$ cat src/sv/i2c_master_register_access_assert.svh
// Assertion macros for the I2C register access block
`ifndef I2C_MASTER_REGISTER_ACCESS_ASSERT_SVH
`define I2C_MASTER_REGISTER_ACCESS_ASSERT_SVH
// implication checked every clock, quiet in reset
`define IMRA_ASSERT_IMP(lbl, ante, cons) \
	lbl: assert property (@(posedge clk) disable iff (!arst_n) (ante) |-> (cons)) \
		else $error("imra check failed");
// next-cycle implication
`define IMRA_ASSERT_NXT(lbl, ante, cons) \
	lbl: assert property (@(posedge clk) disable iff (!arst_n) (ante) |=> (cons)) \
		else $error("imra check failed");
`endif

$ cat src/sv/imra_pkg.sv
// ----------------------------------------------------------------------------
// imra_pkg
// Types and codes shared by the I2C register access block.
// ----------------------------------------------------------------------------
`default_nettype none
package imra_pkg;
	localparam logic [1:0] CMD_WRITE = 2'd1;
	localparam logic [1:0] CMD_READ  = 2'd2;
	localparam logic       REG_HALF_BIT = 1'b0;
	localparam logic       REG_ACK_TMO  = 1'b1;
	localparam logic [7:0] HALF_BIT_RST = 8'd20;
	localparam logic [7:0] ACK_TMO_RST  = 8'd255;

	typedef struct packed {
		logic [1:0] command;
		logic [7:0] device_address;
		logic [7:0] register_address;
		logic [7:0] write_data;
		logic       sda_sample;
	} in_item_t;

	typedef struct packed {
		logic       scl_level;
		logic       sda_level;
		logic       sda_drive;
		logic       busy_res;
		logic       done_res;
		logic [7:0] read_data;
		logic       ack_missing;
	} out_item_t;

	typedef struct packed {
		logic       start;
		logic       rd;
		logic [7:0] dev;
		logic [7:0] regad;
		logic [7:0] data;
		logic       sda;
	} tick_t;
endpackage
`default_nettype wire

$ cat src/sv/imra_front.sv
// ----------------------------------------------------------------------------
// imra_front
// Classifies each incoming tick and queues it for the sequencer.
// ----------------------------------------------------------------------------
`default_nettype none
module imra_front (
	input  wire logic              clk,
	input  wire logic              arst_n,
	input  wire logic              push,
	input  imra_pkg::in_item_t     item,
	output logic                   full,
	input  wire logic              take,
	output logic                   avail,
	output imra_pkg::tick_t        tick
);
	import imra_pkg::*;
	tick_t      mem_q [4];
	logic [1:0] wr_q, rd_q;
	logic [2:0] cnt_q;
	logic       do_push, do_pop;

	assign full    = cnt_q[2];
	assign avail   = cnt_q != 3'd0;
	assign do_push = push && !full;
	assign do_pop  = take && avail;
	assign tick    = mem_q[rd_q];

	always_ff @(posedge clk) begin
		if (do_push) begin
			mem_q[wr_q].start <= item.command == CMD_WRITE || item.command == CMD_READ;
			mem_q[wr_q].rd    <= item.command == CMD_READ;
			mem_q[wr_q].dev   <= item.device_address;
			mem_q[wr_q].regad <= item.register_address;
			mem_q[wr_q].data  <= item.write_data;
			mem_q[wr_q].sda   <= item.sda_sample;
		end
	end

	always_ff @(posedge clk or negedge arst_n) begin
		if (!arst_n) begin
			wr_q  <= '0;
			rd_q  <= '0;
			cnt_q <= '0;
		end else begin
			if (do_push) wr_q <= wr_q + 2'd1;
			if (do_pop) rd_q <= rd_q + 2'd1;
			cnt_q <= cnt_q + {2'd0, do_push} - {2'd0, do_pop};
		end
	end
endmodule
`default_nettype wire

$ cat src/sv/imra_seq.sv
// ----------------------------------------------------------------------------
// imra_seq
// Bus phase sequencer: one queued tick in, one bus result out.
// ----------------------------------------------------------------------------
`default_nettype none
module imra_seq (
	input  wire logic          clk,
	input  wire logic          arst_n,
	input  wire logic          step,
	input  imra_pkg::tick_t    tick,
	input  wire logic [7:0]    half_bit,
	input  wire logic [7:0]    ack_tmo,
	output imra_pkg::out_item_t res
);
	import imra_pkg::*;
	`include "i2c_master_register_access_assert.svh"

	typedef enum logic [21:0] {
		PH_IDLE = 22'd1 << 0,  PH_ST0 = 22'd1 << 1,  PH_ST1 = 22'd1 << 2,
		PH_ST2  = 22'd1 << 3,  PH_BL1 = 22'd1 << 4,  PH_BL2 = 22'd1 << 5,
		PH_BH   = 22'd1 << 6,  PH_WE0 = 22'd1 << 7,  PH_WE1 = 22'd1 << 8,
		PH_AS   = 22'd1 << 9,  PH_AW  = 22'd1 << 10, PH_AL  = 22'd1 << 11,
		PH_R0   = 22'd1 << 12, PH_RH  = 22'd1 << 13, PH_RL  = 22'd1 << 14,
		PH_RX   = 22'd1 << 15, PH_N0  = 22'd1 << 16, PH_N1  = 22'd1 << 17,
		PH_N2   = 22'd1 << 18, PH_SP0 = 22'd1 << 19, PH_SP1 = 22'd1 << 20,
		PH_SP2  = 22'd1 << 21
	} phase_t;

	phase_t     phase_q, ph, ph_n;
	logic [3:0] bit_q, bit_n, bc;
	logic [2:0] bstep_q, bstep_n, bs;
	logic [7:0] shift_q, shift_n, sh;
	logic [7:0] timer_q, timer_n;
	logic [7:0] wait_q, wait_n, wait_inc;
	logic [7:0] dev_q, reg_q, dat_q, dev_n, reg_n, dat_n, rx_q, rx_n;
	logic       rd_q, rd_n, err_q, err_n, hold_q, hold_n;
	logic       scl, sdal, drv, done;
	logic [7:0] hb1, tmo1;
	logic [8:0] t;

	assign hb1  = (half_bit == 8'd0) ? 8'd1 : half_bit;
	assign tmo1 = (ack_tmo == 8'd0) ? 8'd1 : ack_tmo;

	always_comb begin
		ph = phase_q; bc = bit_q; bs = bstep_q; sh = shift_q;
		dev_n = dev_q; reg_n = reg_q; dat_n = dat_q; rd_n = rd_q;
		err_n = err_q; timer_n = timer_q; wait_n = wait_q; rx_n = rx_q;
		if (phase_q == PH_IDLE && tick.start) begin
			dev_n = tick.dev; reg_n = tick.regad; dat_n = tick.data; rd_n = tick.rd;
			err_n = 1'b0; bs = 3'd0; bc = 4'd0; timer_n = 8'd0; ph = PH_ST0;
		end
		scl = 1'b1; sdal = 1'b1; drv = 1'b1; done = 1'b0;
		case (ph)
			PH_ST0: scl = bs == 3'd0;
			PH_ST2: sdal = 1'b0;
			PH_BL1, PH_WE0: begin scl = 1'b0; sdal = hold_q; end
			PH_BL2: begin scl = 1'b0; sdal = sh[7]; end
			PH_BH: sdal = sh[7];
			PH_WE1, PH_N0, PH_N2: scl = 1'b0;
			PH_AS, PH_AW, PH_RH: drv = 1'b0;
			PH_AL, PH_R0, PH_RL, PH_RX: begin scl = 1'b0; drv = 1'b0; end
			PH_SP0: begin scl = 1'b0; sdal = 1'b0; end
			PH_SP1: sdal = 1'b0;
			default: ;
		endcase
		hold_n = drv ? sdal : hold_q;
		ph_n = ph; bit_n = bc; bstep_n = bs; shift_n = sh;
		wait_inc = (wait_q == 8'd255) ? wait_q : wait_q + 8'd1;
		t = {1'b0, timer_n} + 9'd1;
		if (ph == PH_AW) begin
			if (!tick.sda) begin
				ph_n = PH_AL; timer_n = 8'd0;
			end else begin
				wait_n = wait_inc;
				if (wait_inc >= tmo1) begin
					err_n = 1'b1; ph_n = PH_SP0; timer_n = 8'd0;
				end
			end
		end else if (ph != PH_IDLE) begin
			if (t >= {1'b0, hb1}) begin
				timer_n = 8'd0;
				case (ph)
					PH_ST0: ph_n = PH_ST1;
					PH_ST1: ph_n = PH_ST2;
					PH_ST2: begin
						shift_n = bs == 3'd0 ? dev_n : (dev_n | 8'd1);
						if (bs != 3'd0) bstep_n = 3'd3;
						bit_n = 4'd0; ph_n = PH_BL1;
					end
					PH_BL1: ph_n = PH_BL2;
					PH_BL2: ph_n = PH_BH;
					PH_BH: begin
						shift_n = {sh[6:0], 1'b0}; bit_n = bc + 4'd1;
						ph_n = (bc + 4'd1 >= 4'd8) ? PH_WE0 : PH_BL1;
					end
					PH_WE0: ph_n = PH_WE1;
					PH_WE1: ph_n = PH_AS;
					PH_AS: begin wait_n = 8'd0; ph_n = PH_AW; end
					PH_AL: begin
						if (bs == 3'd0) begin
							bstep_n = 3'd1; shift_n = reg_n; bit_n = 4'd0; ph_n = PH_BL1;
						end else if (bs == 3'd1) begin
							bstep_n = 3'd2;
							if (rd_n) ph_n = PH_ST0;
							else begin shift_n = dat_n; bit_n = 4'd0; ph_n = PH_BL1; end
						end else if (bs == 3'd3) begin
							bstep_n = 3'd4; shift_n = 8'd0; bit_n = 4'd0; ph_n = PH_R0;
						end else ph_n = PH_SP0;
					end
					PH_R0: ph_n = PH_RH;
					PH_RH: begin
						shift_n = {sh[6:0], tick.sda}; bit_n = bc + 4'd1; ph_n = PH_RL;
					end
					PH_RL: ph_n = (bc >= 4'd8) ? PH_RX : PH_RH;
					PH_RX: begin rx_n = sh; ph_n = PH_N0; end
					PH_N0: ph_n = PH_N1;
					PH_N1: ph_n = PH_N2;
					PH_N2: ph_n = PH_SP0;
					PH_SP0: ph_n = PH_SP1;
					PH_SP1: ph_n = PH_SP2;
					PH_SP2: begin ph_n = PH_IDLE; done = 1'b1; end
					default: ph_n = PH_IDLE;
				endcase
			end else timer_n = t[7:0];
		end
	end

	always_ff @(posedge clk or negedge arst_n) begin
		if (!arst_n) begin
			phase_q <= PH_IDLE; bit_q <= '0; bstep_q <= '0; shift_q <= '0;
			timer_q <= '0; wait_q <= '0; dev_q <= '0; reg_q <= '0; dat_q <= '0;
			rd_q <= 1'b0; rx_q <= '0; err_q <= 1'b0; hold_q <= 1'b1;
		end else if (step) begin
			phase_q <= ph_n; bit_q <= bit_n; bstep_q <= bstep_n; shift_q <= shift_n;
			timer_q <= timer_n; wait_q <= wait_n; dev_q <= dev_n; reg_q <= reg_n;
			dat_q <= dat_n; rd_q <= rd_n; rx_q <= rx_n; err_q <= err_n; hold_q <= hold_n;
		end
	end

	assign res = '{scl_level: scl, sda_level: drv ? sdal : 1'b1, sda_drive: drv,
		busy_res: ph_n != PH_IDLE, done_res: done, read_data: rx_n,
		ack_missing: err_n};

	`IMRA_ASSERT_IMP(a_onehot, 1'b1, $onehot(phase_q))
	`IMRA_ASSERT_IMP(a_done_idle, step && done, ph_n == PH_IDLE)
	`IMRA_ASSERT_IMP(a_bits, 1'b1, bit_q <= 4'd8)
	`IMRA_ASSERT_NXT(a_hold, !step, $stable(phase_q))
endmodule
`default_nettype wire

$ cat src/sv/imra_back.sv
// ----------------------------------------------------------------------------
// imra_back
// Result register with a skid stage towards the result queue port.
// ----------------------------------------------------------------------------
`default_nettype none
module imra_back (
	input  wire logic            clk,
	input  wire logic            arst_n,
	input  wire logic            avail,
	output logic                 step,
	input  imra_pkg::out_item_t  res,
	output imra_pkg::out_item_t  result,
	output logic                 empty,
	input  wire logic            pop
);
	import imra_pkg::*;
	out_item_t r0_q, r1_q;
	logic      v0_q, v1_q, deq;

	assign deq    = pop && v0_q;
	assign empty  = !v0_q;
	assign result = r0_q;
	assign step   = avail && !v1_q;

	always_ff @(posedge clk) begin
		if (deq || !v0_q) r0_q <= v1_q ? r1_q : res;
		if (step && v0_q && !deq) r1_q <= res;
	end

	always_ff @(posedge clk or negedge arst_n) begin
		if (!arst_n) begin
			v0_q <= 1'b0;
			v1_q <= 1'b0;
		end else begin
			if (deq || !v0_q) begin
				v0_q <= v1_q || step;
				v1_q <= 1'b0;
			end else if (step) v1_q <= 1'b1;
		end
	end
endmodule
`default_nettype wire

$ cat src/sv/i2c_master_register_access.sv
// ----------------------------------------------------------------------------
// i2c_master_register_access
// I2C master running single-byte register write and read transactions.
// ----------------------------------------------------------------------------
// Channel  | Handshake        | Payload
// ticks in | push / full      | in_item (command, addresses, data, sda)
// results  | pop / empty      | out_item (bus levels, status, read data)
// config   | cfg_we           | cfg_index, cfg_data
//
// One tick enters per cycle while full is low; each tick is held in a 4-deep
// tick queue, stepped through the phase sequencer and its result registered in a
// two-entry result buffer. A transaction starts only from idle.
// Reset returns the bus to released and loads default timings.
// A stalled result side fills the buffer, then the queue, then raises full.
`default_nettype none
module i2c_master_register_access (
	input  wire logic              clk,
	input  wire logic              arst_n,
	input  wire logic              push,
	output logic                   full,
	input  imra_pkg::in_item_t     in_item,
	output logic                   empty,
	input  wire logic              pop,
	output imra_pkg::out_item_t    out_item,
	input  wire logic              cfg_we,
	input  wire logic              cfg_index,
	input  wire logic [7:0]        cfg_data
);
	import imra_pkg::*;
	logic [7:0] half_bit_q, ack_tmo_q;
	logic       take, avail;
	tick_t      tick;
	out_item_t  res;

	// configuration registers
	always_ff @(posedge clk or negedge arst_n) begin
		if (!arst_n) begin
			half_bit_q <= HALF_BIT_RST;
			ack_tmo_q  <= ACK_TMO_RST;
		end else if (cfg_we) begin
			if (cfg_index == REG_HALF_BIT) half_bit_q <= cfg_data;
			if (cfg_index == REG_ACK_TMO) ack_tmo_q <= cfg_data;
		end
	end

	imra_front u_front (.clk, .arst_n, .push, .item(in_item), .full,
		.take, .avail, .tick);
	imra_seq u_seq (.clk, .arst_n, .step(take), .tick, .half_bit(half_bit_q),
		.ack_tmo(ack_tmo_q), .res);
	imra_back u_back (.clk, .arst_n, .avail, .step(take), .res, .result(out_item),
		.empty, .pop);
endmodule
`default_nettype wire

$ cat config.mk
export PLATFORM = sky130hd
export DESIGN_NAME = i2c_master_register_access
export DESIGN_NICKNAME = d
export VERILOG_FILES = /design/src/sv/imra_pkg.sv /design/src/sv/imra_front.sv /design/src/sv/imra_seq.sv /design/src/sv/imra_back.sv /design/src/sv/i2c_master_register_access.sv
export VERILOG_INCLUDE_DIRS = /design/src /design/src/sv
export SDC_FILE = /design/constraint.sdc
export NUM_CORES = 1
export LEC_CHECK = 0
export BUFFER_PORTS_ARGS = -buffer_cell sky130_fd_sc_hd__buf_2
export CORE_UTILIZATION = 30
export CTS_CLUSTER_SIZE = 30
export DETAILED_ROUTE_END_ITERATION = 12
export SLEW_MARGIN = 0
export SYNTH_ARGS = -nofsm -noshare
export SYNTH_HDL_FRONTEND = slang
export SYNTH_SLANG_ARGS = --single-unit
$ cat constraint.sdc
create_clock -name clk -period 13.7 [get_ports clk]
set_input_delay 1.37 -clock clk [delete_from_list [all_inputs] [get_ports clk]]
set_output_delay 1.37 -clock clk [all_outputs]
set_load 0.005 [all_outputs]
# Word-level counts from Yosys, hierarchy flattened
# Memories as Yosys holds them, arrays and structs flattened.
# Cells that the tools add are included.
[totals]
ramBits = 108
input_bits = 41
register_bits = 141
output_inout_bits = 16
wordCells = 192
memories = 1
[op_classes]
n_reduce_logical = 35
bitwise = 3
add_sub_neg = 7
muxes = 76
n_lt_le_gt_ge = 4
eq_ne = 32
[mem_list]
columns = ["name", "words", "width", "read_ports", "rd_clocked_by_memory_dff", "wr", "line_no", "rtl"]
rows = [
  ["u_front.mem_q", 4, 27, 1, 0, 1, "imra_front.sv:17", "tick_t mem_q [4];"],
]
[op_table]
columns = ["op", "n"]
rows = [
  ["22-bit case mux with 19 select lines", 1],
  ["8-bit 2-to-1 mux", 26],
  ["22-bit 2-to-1 mux", 8],
  ["22-bit by 1-bit != test with 1-bit output (second input constant)", 2],
  ["4-bit 2-to-1 mux", 8],
  ["8-bit case mux with 4 select lines", 1],
  ["3-bit 2-to-1 mux", 8],
  ["22-bit by 1-bit == test with 1-bit output (second input constant)", 1],
  ["22-bit by 10-bit == test with 1-bit output (second input constant)", 1],
  ["22-bit by 11-bit == test with 1-bit output (second input constant)", 1],
  ["22-bit by 12-bit == test with 1-bit output (second input constant)", 1],
  ["22-bit by 13-bit == test with 1-bit output (second input constant)", 1],
  ["22-bit by 14-bit == test with 1-bit output (second input constant)", 1],
  ["22-bit by 15-bit == test with 1-bit output (second input constant)", 1],
  ["22-bit by 16-bit == test with 1-bit output (second input constant)", 1],
  ["22-bit by 17-bit == test with 1-bit output (second input constant)", 1],
  ["22-bit by 18-bit == test with 1-bit output (second input constant)", 1],
  ["22-bit by 19-bit == test with 1-bit output (second input constant)", 1],
  ["22-bit by 2-bit == test with 1-bit output (second input constant)", 1],
  ["22-bit by 20-bit == test with 1-bit output (second input constant)", 1],
  ["22-bit by 21-bit == test with 1-bit output (second input constant)", 1],
  ["22-bit == test (second input constant)", 1],
  ["22-bit by 3-bit == test with 1-bit output (second input constant)", 1],
  ["22-bit by 4-bit == test with 1-bit output (second input constant)", 1],
  ["47 further kinds", 86],
]

# Depth between registers and ports, before layout
# Gate-level depths: netlist of the first run.
[depth]
depth_word = 13
ltp_mapped = 22
depth_no_buf = 17

# By module
# From an unflattened synthesis of the first run, not the netlist that was laid out.
[unflattened]
cells_unflattened = 914
area_unflattened_um2 = 12099.1
[by_module_without_submodules]
columns = ["module", "seq_area_each_um2", "instances", "area_per_inst_um2", "cells_per_inst"]
rows = [
  ["imra_seq", 2204.6, 1, 5969.5, 648],
  ["imra_front", 3418.3, 1, 4331.7, 178],
  ["imra_back", 890.9, 1, 1143.6, 53],
  ["i2c_master_register_access", 412.9, 1, 654.4, 35],
]

# Worst setup path before layout of the first run
# Ideal clock, no wire load.
[synth_path]
path_type = "flip-flop to flip-flop"
from = "register u_seq.phase_q[13]"
to = "register u_back.r0_q (netlist bit u_back.result[1]), data pin"
path_stages_with_launch = 22
path_buffers = 4
t_required_ns = 13.440
slack_ns = 8.165
period_less_slack_ns = 5.535
t_arrival_ns = 5.275
setup_ns = 0.260
cell_sequence = "dfrtp_1 > buf_6 > or4_1 > clkbuf_2 > nor4_1 > nand3_1 > clkbuf_1 > and2_1 > ha_1 > nand3_1 > xor2_1 > nor2_1 > ha_1 > a21oi_1 > o21ai_0 > a41oi_1 > o21ai_0 > o211ai_1 > or2_1 > buf_2 > mux2_2 > mux2_2"
[synth_rtl]
columns = ["element", "line_no", "rtl"]
rows = [
  ["start, declared", "imra_seq.sv:29", "phase_t phase_q, ph, ph_n;"],
  ["start signal, assigned", "imra_seq.sv:134", "phase_q <= ph_n; bit_q <= bit_n; bstep_q <= bstep_n; shift_q <= shift_n;"],
  ["end signal, assigned", "imra_back.sv:26", "if (deq || !v0_q) r0_q <= v1_q ? r1_q : res;"],
  ["end, declared", "imra_back.sv:17", "out_item_t r0_q, r1_q;"],
]

# Worst setup path in the final report of the first run
[layout_path]
from = "register u_seq.phase_q[12]"
to = "register u_seq.shift_q[5], in the netlist u_seq.sh[5]"
[layout_between]
elab_chain_cells = 7
elab_cells_between_ends = 29
cone_classes = "add/sub (1); order compare (1); eq/ne (11); mux (11); bitwise (1); reduce/logical (4)"
[layout_rtl]
columns = ["element", "line_no", "rtl"]
rows = [
  ["branches (longest 7 deep; another with 8-bit by 1-bit adder with 9-bit output)", "-", ""],
  ["end signal, assigned", "imra_seq.sv:134", ""],
  ["end, declared", "imra_seq.sv:32", "logic [7:0] shift_q, shift_n, sh;"],
]
# Parallel ways; which one is timed is not known. The select of a mux whose other input is x is not followed.
# A chain may end at the register's enable or synchronous reset.

==> flow_summary.json, run 1 <==
{
  "start_kind": "flop",
  "critPathSlowestCell": "sky130_fd_sc_hd__a2111oi_4",
  "ir_worst_vdd_mv": 0.07494,
  "hold_buffers": 0,
  "synth.ff_latch_count": 249,
  "dp_slack_ns": 7.710,
  "fin_worst_hold_slack_ns": 0.4794,
  "clock-sinks": 249,
  "detailedRoute.firstIterationViolations": 531,
  "max_freq_ghz": 0.1644,
  "max_slew.worst_pin.slew_ns": 0.9109,
  "chip_height_um": 201.3,
  "drt-vias-per-instance": 5.079,
  "worstRegToRegCells": 18,
  "cts.reportedPaths.clkPinSlew_ns": 0.06,
  "fp.dieW_um": 201.3,
  "arrival_ns": 6.52,
  "final.period_utilization_pct": 44.41,
  "synth-async-reset-ratio_pct": 45.38,
  "route.antenna.remaining_nets": 0,
  "syn-instance-count": 926,
  "kind_of_capture_point_of_the_worst_setup_path": "flop",
  "timing.critical_path.buf_inv": 1,
  "timing.final.setup_violations": 0,
  "gp_congestion": 0.8982,
  "setup.worst_path.class": "flop to flop",
  "mappedNetlistNets": 994,
  "critical_path.most_common_cell": "sky130_fd_sc_hd__nand3_1",
  "critical_path_peak_fanout": 12,
  "ys.warnings.count": 0,
  "grt_setup_unrepaired": "false",
  "grt_antenna_before_repair": 0,
  "post_synth_top_flop": "sky130_fd_sc_hd__edfxtp_1",
  "placeableCoreArea_um2": 38920,
  "critPathMaxStageDelay_ns": 0.75,
  "max-cap-violations": 0,
  "layout_setup_ws_ns": 7.615,
  "io_buffer_count": 56,
  "initial_drt_pass_iterations": 5,
  "critical_path.startpoint": "u_seq.phase_q[12]",
  "share_of_the_yosys_chip_area_belonging_to_registers_pct": 58.16,
  "dpl.cell_count": 1461,
  "detailroute.via_count": 7674,
  "finalHoldViolations": 0,
  "normalized_max_slew_margin_pct": 38.81,
  "worstPathRequired_ns": 14.13,
  "run_status": "finished clean",
  "synthDistinctLibCells": 74,
  "post_cts_resized": 0,
  "drv_slew": 0,
  "placed_area_um2": 12720,
  "grt_remaining_overflow": 0,
  "post-synth-top-area-fraction_pct": 34.29,
  "clockBufferDepth": 3,
  "synth.top_cells.by_count": "sky130_fd_sc_hd__edfxtp_1 (136), sky130_fd_sc_hd__dfrtp_1 (101), sky130_fd_sc_hd__nand2_1 (76)",
  "synthTopCellsByArea": "sky130_fd_sc_hd__edfxtp_1 (34%), sky130_fd_sc_hd__dfrtp_1 (21%), sky130_fd_sc_hd__mux2_2 (6.2%), sky130_fd_sc_hd__mux4_2 (5.1%), sky130_fd_sc_hd__ha_1 (2.7%)",
  "multi_input_area_um2": 4656,
  "num-fill-cells": 3830,
  "min_period_ns": 6.085,
  "ios": 57,
  "cts_buffers": 27,
  "synth.most_common_cell": "sky130_fd_sc_hd__edfxtp_1",
  "rrSetupSlack_ns": 7.62,
  "synth_area_leader_cell": "sky130_fd_sc_hd__edfxtp_1",
  "detailedPlacementHpwl_um": 18670,
  "final_cell_area_um2": 13580,
  "cp_cell_sequence": "or4_1 -> nor4_1 -> buf_4 -> nand3_1 -> and2_1 -> ha_1 -> nand3_1 -> xor2_1 -> nor2_1 -> ha_1 -> a21oi_1 -> o21ai_0 -> a41oi_1 -> o21ai_0 -> o21a_1 -> nand3_1 -> a2111oi_4 -> mux2_4",
  "area_growth_from_synthesis_to_layout_pct": 14.06,
  "clock-root-buffer": "sky130_fd_sc_hd__clkbuf_16",
  "crit-reg2reg-capture": "u_seq.sh[5]",
  "groute.usage.overall_pct": 13.61,
  "grt_pass1_wl_um": 44450,
  "start_util_pct": 30.60,
  "syn-mean-instance-area_um2": 12.86,
  "wirelength_routed_um": 27250,
  "cpLargestDelayFamily": "compound AO/OA/AOI/OAI gates",
  "routed_wire_length_per_instance_um": 18.04,
  "finClkSkew_ns": 0.01927,
  "grt_pass1_vias": 7956,
  "tritoncts": "built",
  "totalNegativeSetupSlack_ns": 0,
  "number_of_flops_mapped_to_enable_cells_by_yosys": 136,
  "critPathCapture": "u_seq.sh[5]",
  "post_cts.repair.setup_buffers": 0,
  "cts_htree_levels": 1,
  "nNetsFinal": 1040,
  "critical_path.reg2reg.startpoint": "u_seq.phase_q[12]",
  "remaining_drc_errors": 0,
  "antenna_cells_inserted": 0,
  "clock_latency_ns": 0.56,
  "register_area_um2": 6928,
  "utilization_pct": 34.91,
  "placementRows": 72,
  "path_depth": 18,
  "cell_area_power_density_nw_per_um2": 176.6,
  "stdcell_count": 1511,
  "power.static_leakage_nw": 5.287,
  "report.power.total_mw": 2.400,
  "design.die.area_um2": 40500,
  "hold_path_class": "flop to flop",
  "grt_max_degree": 66,
  "post_synth_instance_area_um2": 11910,
  "final_layout_size_suffix_gt1_share_pct": 24.07
}
## power breakdown
part	total [mW]	leakage, nW	internal (mW)	switching [mW]
clock network	0.705	0.428	0.403	0.302
logic	0.682	2.14	0.287	0.395
registers	1.01	2.71	0.926	0.0868
## metal layers
metal	routed length [um]	vias up	track usage, %
met5	0	-	0
met2	12880	170	22.44
met1	12620	3884	18.54
met3	1350	31	2.284
li1	-	3589	-
met4	407	0	3.463
## layout make-up
type                            count  area share [%]
Clock inverter                      9          0.4513
Sequential cell                   249           51.00
Multi-Input combinational cell    593           34.27
Clock buffer                       41           5.876
Timing Repair Buffer               67           2.690
Inverter                           34          0.9395
Tap cell                          518           4.771
## worst reg2reg max path: cells and delay by family (launching register included)
kind / cells / cell delay, ns
compound gates: 6 / 2.14
xor+xnor: 1 / 0.14
mux: 1 / 0.36
buf+inv: 1 / 0.21
fa+ha+maj: 2 / 0.56
flops: 1 / 0.48
simple gates: 7 / 2.06
## kinds of logic (layout without fill, tap and decap cells)
logic type               count (synthesis)  after routing  synth area share, %
multiplexers                           118            118                13.74
adder cells (fa/ha/maj)                 27             27                2.899
buffers and inverters                   84            151                2.868
AND/OR/NAND/NOR                        272            272                11.84
XOR/XNOR                                23             23                1.691
AO/OA/AOI/OAI                          153            153                8.804
flip-flops                             249            249                58.16
## worst min-delay path by stage
stage / startpoint / depth (start not counted) / to / slack (ns)
CTS: u_seq.err_q / 2 / u_seq.err_q / 0.48
global placement: u_seq.err_q / 2 / u_seq.err_q / 0.46
floorplan: u_seq.err_q / 2 / u_seq.err_q / 0.45
global route: u_seq.rx_q[2] / 1 / u_seq.rx_q[2] / 0.51
detailed placement: u_seq.err_q / 2 / u_seq.err_q / 0.47
finish: u_seq.err_q / 2 / u_seq.err_q / 0.48
## layout by cell type (no fill, tap or decap), types with 9 or more instances in the layout
cell type                     n
sky130_fd_sc_hd__edfxtp_1   136
sky130_fd_sc_hd__dfrtp_1    100
sky130_fd_sc_hd__nand2_1     76
sky130_fd_sc_hd__mux2_2      66
sky130_fd_sc_hd__buf_2       55
sky130_fd_sc_hd__nor2_1      48
sky130_fd_sc_hd__o21ai_0     43
sky130_fd_sc_hd__inv_1       33
sky130_fd_sc_hd__mux4_2      27
sky130_fd_sc_hd__a21oi_1     27
sky130_fd_sc_hd__clkbuf_16   27
sky130_fd_sc_hd__nor3_1      26
sky130_fd_sc_hd__ha_1        26
sky130_fd_sc_hd__nand3_1     22
sky130_fd_sc_hd__mux2i_1     18
sky130_fd_sc_hd__xnor2_1     15
sky130_fd_sc_hd__a22o_1      15
sky130_fd_sc_hd__nor4_1      13
sky130_fd_sc_hd__dfstp_2     12
sky130_fd_sc_hd__buf_4       12
sky130_fd_sc_hd__nand4_1     10
sky130_fd_sc_hd__a211o_1     10
sky130_fd_sc_hd__or4_1        9
## state kept, by name (all words and copies together) (netlist names), 14 cells and up
signal	cells
u_back.result	14
u_front.mem_q	108
u_back.r1_q	14
u_seq.phase_q	22
Note: power is estimated with default switching activity, not from simulation.
==> run 2: changes to the inputs <==
==> constraint.sdc (replaced) <==
create_clock -name clk -period 4.97 [get_ports clk]
set_input_delay 0.497 -clock clk [delete_from_list [all_inputs] [get_ports clk]]
set_output_delay 0.497 -clock clk [all_outputs]
set_load 0.005 [all_outputs]
==> run 2 against run 1 <==
Maximum frequency is 28% higher. Clock power grew to 3.0 times the previous value. Die area unchanged. Register-to-register slack worse by 7.4 ns. Non-clock buffer count is 32 higher. Critical endpoint is now u_back.result[3].
==> flow_summary.json, run 2 (synthesis gave the netlist of run 1 again) <==
{
  "run_status": "finished clean",
  "detailedRoute.firstIterationViolations": 545,
  "crit-reg2reg-capture": "u_back.result[3]",
  "fp.dieW_um": 201.3,
  "grt_remaining_overflow": 0,
  "reg.largest.list": "u_front.mem_q x108, u_seq.phase_q x22",
  "mostFrequentLayoutCells": "sky130_fd_sc_hd__edfxtp_1 (136), sky130_fd_sc_hd__dfrtp_1 (100), sky130_fd_sc_hd__nand2_1 (76), sky130_fd_sc_hd__mux2_2 (66), sky130_fd_sc_hd__buf_2 (55)",
  "multi_input_area_um2": 4705,
  "critical_path.reg2reg.startpoint": "u_seq.phase_q[4]",
  "cell_area_power_density_nw_per_um2": 498.4,
  "timing.critical_path.buf_inv": 0,
  "hold_path_class": "primary input to flop",
  "ir_worst_vdd_mv": 0.3123,
  "tritoncts": "built",
  "design.die.area_um2": 40500,
  "worst_hold_path.num_cells": 1,
  "initial_drt_pass_iterations": 7,
  "worstRegToRegCells": 17,
  "final.period_utilization_pct": 95.75,
  "timing.final.setup_violations": 0,
  "min_period_ns": 4.759,
  "clock-root-buffer": "sky130_fd_sc_hd__clkbuf_16",
  "grt_antenna_before_repair": 0,
  "route.antenna.remaining_nets": 0,
  "cp_cell_sequence": "or4_4 -> nor4_4 -> nand3_2 -> and2_1 -> ha_1 -> and3_1 -> xnor2_1 -> nor2_1 -> ha_1 -> nor3_1 -> o21ai_0 -> a41oi_2 -> nor3_2 -> o211ai_1 -> or2_4 -> mux2_2 -> mux2_2",
  "max_freq_ghz": 0.2101,
  "setup.worst_path.class": "flop to flop",
  "dp_slack_ns": 0.1043,
  "wirelength_routed_um": 27650,
  "critPathMaxStageDelay_ns": 0.57,
  "worstPathRequired_ns": 5.27,
  "grt_pass1_wl_um": 45130,
  "totalNegativeSetupSlack_ns": 0,
  "kind_of_capture_point_of_the_worst_setup_path": "flop",
  "io_buffer_count": 56,
  "cts_buffers": 27,
  "top_register": "u_front.mem_q",
  "nNetsFinal": 1072,
  "report.power.total_mw": 6.959,
  "chip_height_um": 201.3,
  "placementRows": 72,
  "remaining_drc_errors": 0,
  "clock-sinks": 249,
  "clock_latency_ns": 0.57,
  "largest_register_ffs": 108,
  "grt_max_degree": 56,
  "gp_congestion": 0.9407,
  "routed_wire_length_per_instance_um": 17.92,
  "cpLargestDelayFamily": "simple AND/OR/NAND/NOR gates",
  "grt_pass1_vias": 8096,
  "max-cap-violations": 0,
  "arrival_ns": 5.06,
  "layout_setup_ws_ns": 0.2114,
  "start_util_pct": 30.60,
  "rrSetupSlack_ns": 0.21,
  "placeableCoreArea_um2": 38920,
  "cts_htree_levels": 1,
  "power.static_leakage_nw": 5.481,
  "detailedPlacementHpwl_um": 19200,
  "area_growth_from_synthesis_to_layout_pct": 17.24,
  "groute.usage.overall_pct": 13.94,
  "min_to": "u_front.mem_q[1][9]",
  "antenna_cells_inserted": 0,
  "start_kind": "flop",
  "detailroute.via_count": 7805,
  "normalized_max_slew_margin_pct": 39.34,
  "clockBufferDepth": 3,
  "register_area_um2": 6928,
  "max_slew.worst_pin.slew_ns": 0.8985,
  "cts.reportedPaths.clkPinSlew_ns": 0.06,
  "ios": 57,
  "final_layout_size_suffix_gt1_share_pct": 27.32,
  "grt_setup_unrepaired": "false",
  "num-fill-cells": 3790,
  "critical_path_peak_fanout": 8,
  "drv_slew": 0,
  "finClkSkew_ns": 0.01818,
  "drt-vias-per-instance": 5.058,
  "critical_path.startpoint": "u_seq.phase_q[4]",
  "mostFrequentLayoutCell": "sky130_fd_sc_hd__edfxtp_1",
  "origin_of_the_worst_min_delay_path": "in_item[9]",
  "critPathSlowestCell": "sky130_fd_sc_hd__or4_4",
  "finalHoldViolations": 0
}
run 2: cell count changes in the layout (fill, tap and decap cells not counted), sizes merged:
| cell | delta |
|---|---|
| buf | +31 |
| bufinv | +4 |
| clkbuf | -6 |
| clkinv | -1 |
| clkinvlp | +3 |
| dlygate4sd3 | +1 |
run 2: report_power, final:
group          switching [mW]  internal (mW)  total [mW]
clock                   0.846           1.28        2.12
sequential              0.180           2.55        2.73
combinational            1.22          0.884        2.10
total                    2.24           4.72        6.96
run 2: how the worst max path moves through the flow:
| stage | depth (start not counted) | end |
|---|---|---|
| 2_1_floorplan | 20 | u_back.result[1] |
| 3_3_place_gp | 17 | u_back.result[8] |
| 3_5_place_dp | 17 | u_back.result[3] |
| 4_1_cts | 17 | u_back.result[3] |
| 5_1_grt | 18 | u_back.result[10] |
| 6_report | 17 | u_back.result[3] |
run 2: area by class of cell:
class / instances / area share (%)
clock buffers: 35 / 5.349
clock inverters: 15 / 1.434
inverters: 34 / 0.9140
multi-input cells: 593 / 33.69
flip-flops and latches: 249 / 49.61
well taps: 518 / 4.642
repair buffers: 99 / 4.355
run 2: metrics by stage:
stage	utilization, %	instance area, um^2	cells	hold slack (ns)
2_1_floorplan	-	11980	926	0.2014
3_3_place_gp	33.38	12990	1492	0.3299
3_5_place_dp	33.38	12990	1492	0.3285
4_1_cts	35.84	13950	1543	0.1228
5_1_grt	35.88	13960	1543	0.1384
6_report	35.88	13960	1543	0.1436
run 2: layer usage:
| metal | GRT usage, % | share of wire [%] | vias up |
|---|---|---|---|
| met4 | 4.545 | 2.1 | 0 |
| li1 | - | - | 3654 |
| met2 | 22.02 | 46 | 179 |
| met5 | 0 | 0 | - |
| met1 | 19.62 | 48 | 3932 |
| met3 | 2.057 | 4.3 | 40 |
run 2: repair_timing:
action,4_1_cts,5_1_grt
hold endpoints to repair,6,0
hold buffers,1,0
resized for setup,0,4
setup buffers,0,0
setup endpoints to repair,0,14
==> run 3: changes to the inputs <==
--- a/config.mk
+++ b/config.mk
@@ -6,7 +6,9 @@
 export SDC_FILE = /design/constraint.sdc
 export NUM_CORES = 1
 export LEC_CHECK = 0
+export ABC_AREA = 1
 export BUFFER_PORTS_ARGS = -buffer_cell sky130_fd_sc_hd__buf_2
+export CORE_MARGIN = 2
 export CORE_UTILIZATION = 30
 export CTS_CLUSTER_SIZE = 30
 export DETAILED_ROUTE_END_ITERATION = 12
==> run 3 against run 2 <==
Sequential share of layout area down 1.8 points. Critical path depth up 8. Worst setup slack better by 0.22 ns. Via count up 26%. Hold slack worse by 0.012 ns. Synthesized area up 5.8%. Clock-buffer cell count up 2. Clock skew up 0.040 ns. Non-clock buffer count down 23. Register-to-register slack better by 0.22 ns. Sequential power up 7%.
==> flow_summary.json, run 3 <==
{
  "cpLargestDelayFamily": "simple AND/OR/NAND/NOR gates",
  "grt_max_degree": 58,
  "post-synth-top-area-fraction_pct": 32.42,
  "worstPathRequired_ns": 5.31,
  "placeableCoreArea_um2": 41670,
  "rrSetupSlack_ns": 0.43,
  "ios": 57,
  "initial_drt_pass_iterations": 5,
  "synth.top_cells.by_count": "sky130_fd_sc_hd__nand2_1 (270), sky130_fd_sc_hd__o21ai_0 (178), sky130_fd_sc_hd__inv_1 (176)",
  "crit-reg2reg-capture": "u_back.result[10]",
  "drv_slew": 0,
  "grt_setup_unrepaired": "false",
  "mappedNetlistNets": 1472,
  "critPathMaxStageDelay_ns": 0.43,
  "clock_latency_ns": 0.58,
  "totalNegativeSetupSlack_ns": 0,
  "groute.usage.overall_pct": 14.66,
  "finClkSkew_ns": 0.05779,
  "power.static_leakage_nw": 6.117,
  "setup.worst_path.class": "flop to flop",
  "route.antenna.remaining_nets": 0,
  "final_layout_size_suffix_gt1_share_pct": 12.14,
  "min_to": "u_front.mem_q[0][22]",
  "worstRegToRegCells": 25,
  "reg.largest.list": "u_front.mem_q x108, u_seq.phase_q x22",
  "ir_worst_vdd_mv": 0.3682,
  "synth_area_leader_cell": "sky130_fd_sc_hd__edfxtp_1",
  "critical_path.most_common_cell": "sky130_fd_sc_hd__nand2_1",
  "tritoncts": "built",
  "grt_antenna_before_repair": 0,
  "number_of_flops_mapped_to_enable_cells_by_yosys": 136,
  "synth.ff_latch_count": 249,
  "detailroute.via_count": 9840,
  "area_growth_from_synthesis_to_layout_pct": 15.09,
  "fin_worst_hold_slack_ns": 0.1319,
  "start_kind": "flop",
  "synthTopCellsByArea": "sky130_fd_sc_hd__edfxtp_1 (32%), sky130_fd_sc_hd__dfrtp_1 (20%), sky130_fd_sc_hd__nand2_1 (8.0%), sky130_fd_sc_hd__o21ai_0 (7.1%), sky130_fd_sc_hd__inv_1 (5.2%)",
  "origin_of_the_worst_min_delay_path": "in_item[22]",
  "grt_pass1_vias": 9436,
  "design.die.area_um2": 43650,
  "largest_register_ffs": 108,
  "worst_hold_path.num_cells": 1,
  "ys.warnings.count": 0,
  "mostFrequentLayoutCells": "sky130_fd_sc_hd__nand2_1 (270), sky130_fd_sc_hd__o21ai_0 (178), sky130_fd_sc_hd__inv_1 (176), sky130_fd_sc_hd__nor2_1 (155), sky130_fd_sc_hd__edfxtp_1 (136)",
  "synth-async-reset-ratio_pct": 45.38,
  "max-cap-violations": 0,
  "hold_path_class": "primary input to flop",
  "normalized_max_slew_margin_pct": 24.93,
  "arrival_ns": 4.88,
  "synth.most_common_cell": "sky130_fd_sc_hd__nand2_1",
  "timing.critical_path.buf_inv": 2,
  "syn-mean-instance-area_um2": 8.973,
  "grt_remaining_overflow": 0,
  "post_synth_top_flop": "sky130_fd_sc_hd__edfxtp_1",
  "chip_height_um": 208.9,
  "clock-root-buffer": "sky130_fd_sc_hd__clkbuf_16",
  "min_period_ns": 4.538,
  "placementRows": 75,
  "layout_setup_ws_ns": 0.4316,
  "detailedRoute.firstIterationViolations": 806,
  "start_util_pct": 30.24,
  "kind_of_capture_point_of_the_worst_setup_path": "flop",
  "clock-sinks": 249,
  "drt-vias-per-instance": 4.866,
  "max_slew.worst_pin.slew_ns": 1.122,
  "run_status": "finished clean",
  "share_of_the_yosys_chip_area_belonging_to_registers_pct": 54.98,
  "antenna_cells_inserted": 0,
  "synthDistinctLibCells": 55,
  "gp_congestion": 0.9248,
  "timing.final.setup_violations": 0,
  "grt_pass1_wl_um": 51650,
  "top_register": "u_front.mem_q",
  "fp.dieW_um": 208.9,
  "critical_path.reg2reg.startpoint": "u_seq.phase_q[9]",
  "dp_slack_ns": 0.3519,
  "cts_htree_levels": 1,
  "mostFrequentLayoutCell": "sky130_fd_sc_hd__nand2_1",
  "finalHoldViolations": 0,
  "routed_wire_length_per_instance_um": 16.00,
  "post_synth_instance_area_um2": 12600,
  "num-fill-cells": 4280,
  "detailedPlacementHpwl_um": 22440,
  "final.period_utilization_pct": 91.32,
  "syn-instance-count": 1404,
  "critPathSlowestCell": "sky130_fd_sc_hd__dfrtp_1",
  "wirelength_routed_um": 32360,
  "io_buffer_count": 56,
  "critical_path_peak_fanout": 20,
  "cell_area_power_density_nw_per_um2": 618.6,
  "remaining_drc_errors": 0,
  "cts_buffers": 28,
  "clockBufferDepth": 3,
  "max_freq_ghz": 0.2203,
  "cts.reportedPaths.clkPinSlew_ns": 0.06,
  "nNetsFinal": 1529
}
## run 3: changes by cell type after synthesis, moves of 12 or more
| cell | previous run | this run |
|---|---|---|
| sky130_fd_sc_hd__nand3_1 | 22 | 56 |
| sky130_fd_sc_hd__o22ai_1 | 8 | 23 |
| sky130_fd_sc_hd__mux4_2 | 27 | 0 |
| sky130_fd_sc_hd__o21ai_0 | 43 | 178 |
| sky130_fd_sc_hd__nand2_1 | 76 | 270 |
| sky130_fd_sc_hd__inv_1 | 33 | 176 |
| sky130_fd_sc_hd__mux2_2 | 66 | 0 |
| sky130_fd_sc_hd__xnor2_1 | 15 | 3 |
| sky130_fd_sc_hd__nor2_1 | 49 | 160 |
## run 3: timing repair
item | CTS | global route
setup endpoints to repair | 0 | 2
resized for setup | 0 | 3
setup buffers | 0 | 2
endpoints found under the hold margin | 25 | 0
hold buffers | 1 | 0
## run 3: cells by family after synthesis
family	after synthesis	synth area share, %
AND/OR/NAND/NOR	570	19.78
flip-flops	249	54.98
adder cells (fa/ha/maj)	27	2.741
AO/OA/AOI/OAI	300	13.62
multiplexers	8	0.6356
XOR/XNOR	13	0.9038
buffers and inverters	237	7.339
## run 3: how the worst max path moves through the flow
| stage | from | endpoint | slack, ns | depth (start not counted) |
|---|---|---|---|---|
| final | u_seq.phase_q[9] | u_back.result[10] | 0.43 | 25 |
| after global routing | u_seq.phase_q[5] | u_back.result[10] | 0.03 | 25 |
| after detailed placement | u_seq.phase_q[9] | u_back.result[10] | 0.35 | 25 |
| after CTS | u_seq.phase_q[9] | u_back.result[10] | 0.33 | 25 |
| after floorplan | u_seq.phase_q[0] | u_back.result[10] | 0.66 | 29 |
| after global placement | u_seq.phase_q[9] | u_back.result[10] | 0.32 | 25 |
## run 3: worst register-to-register path, stage by stage, from the launching register on
cell                      delay [ns]
sky130_fd_sc_hd__dfrtp_1        0.43
sky130_fd_sc_hd__nor2_2         0.20
sky130_fd_sc_hd__nand2_2        0.17
sky130_fd_sc_hd__nor2_8         0.24
sky130_fd_sc_hd__nand4_2        0.17
sky130_fd_sc_hd__nand2_1        0.15
sky130_fd_sc_hd__inv_1          0.08
sky130_fd_sc_hd__ha_1           0.21
sky130_fd_sc_hd__nand2_1        0.07
sky130_fd_sc_hd__nor2_1         0.06
sky130_fd_sc_hd__xor2_1         0.16
sky130_fd_sc_hd__ha_1           0.32
sky130_fd_sc_hd__a21oi_1        0.13
sky130_fd_sc_hd__o21ai_0        0.08
sky130_fd_sc_hd__o21ai_0        0.15
sky130_fd_sc_hd__nand2_1        0.07
sky130_fd_sc_hd__a21oi_1        0.21
sky130_fd_sc_hd__nand3_4        0.27
sky130_fd_sc_hd__inv_6          0.25
sky130_fd_sc_hd__nor3_1         0.08
sky130_fd_sc_hd__a21oi_1        0.17
sky130_fd_sc_hd__nand2_1        0.08
sky130_fd_sc_hd__nor3_1         0.24
sky130_fd_sc_hd__nand3_1        0.17
sky130_fd_sc_hd__nand2_1        0.09
sky130_fd_sc_hd__nand2_1        0.05
## run 3: where the power goes
group          internal [mW]  switching (mW)  total, mW
Combinational           1.13            2.73       3.87
Clock                   1.33           0.858       2.19
Sequential              2.68           0.232       2.91
## run 3: stage by stage
step	instance area, um^2	utilization (%)	std cells	power, mW
after floorplan	12600	-	1404	5.610
after global placement	13480	32.36	1967	6.698
after detailed placement	13480	32.36	1967	6.744
after CTS	14480	34.75	2020	8.978
after global routing	14500	34.80	2022	9.618
final	14500	34.80	2022	8.968
## run 3: metal layers
layer	GRT usage, %	up-vias	share of wire [%]
met3	2.390	62	6.0
met2	23.30	316	45
met4	4.261	0	2.5
li1	-	4851	-
met1	20.63	4611	46
met5	0	-	0
## run 3: cell type report
class / count / area (um^2) / area share, %
clock buffer: 37 / 754.5 / 5.204
timing repair buffer: 76 / 435.4 / 3.003
multi-input combinational: 918 / 4765 / 32.86
sequential: 249 / 6927 / 47.77
clock inverter: 15 / 230.2 / 1.588
inverter: 188 / 713.2 / 4.919
tap: 539 / 674.4 / 4.651
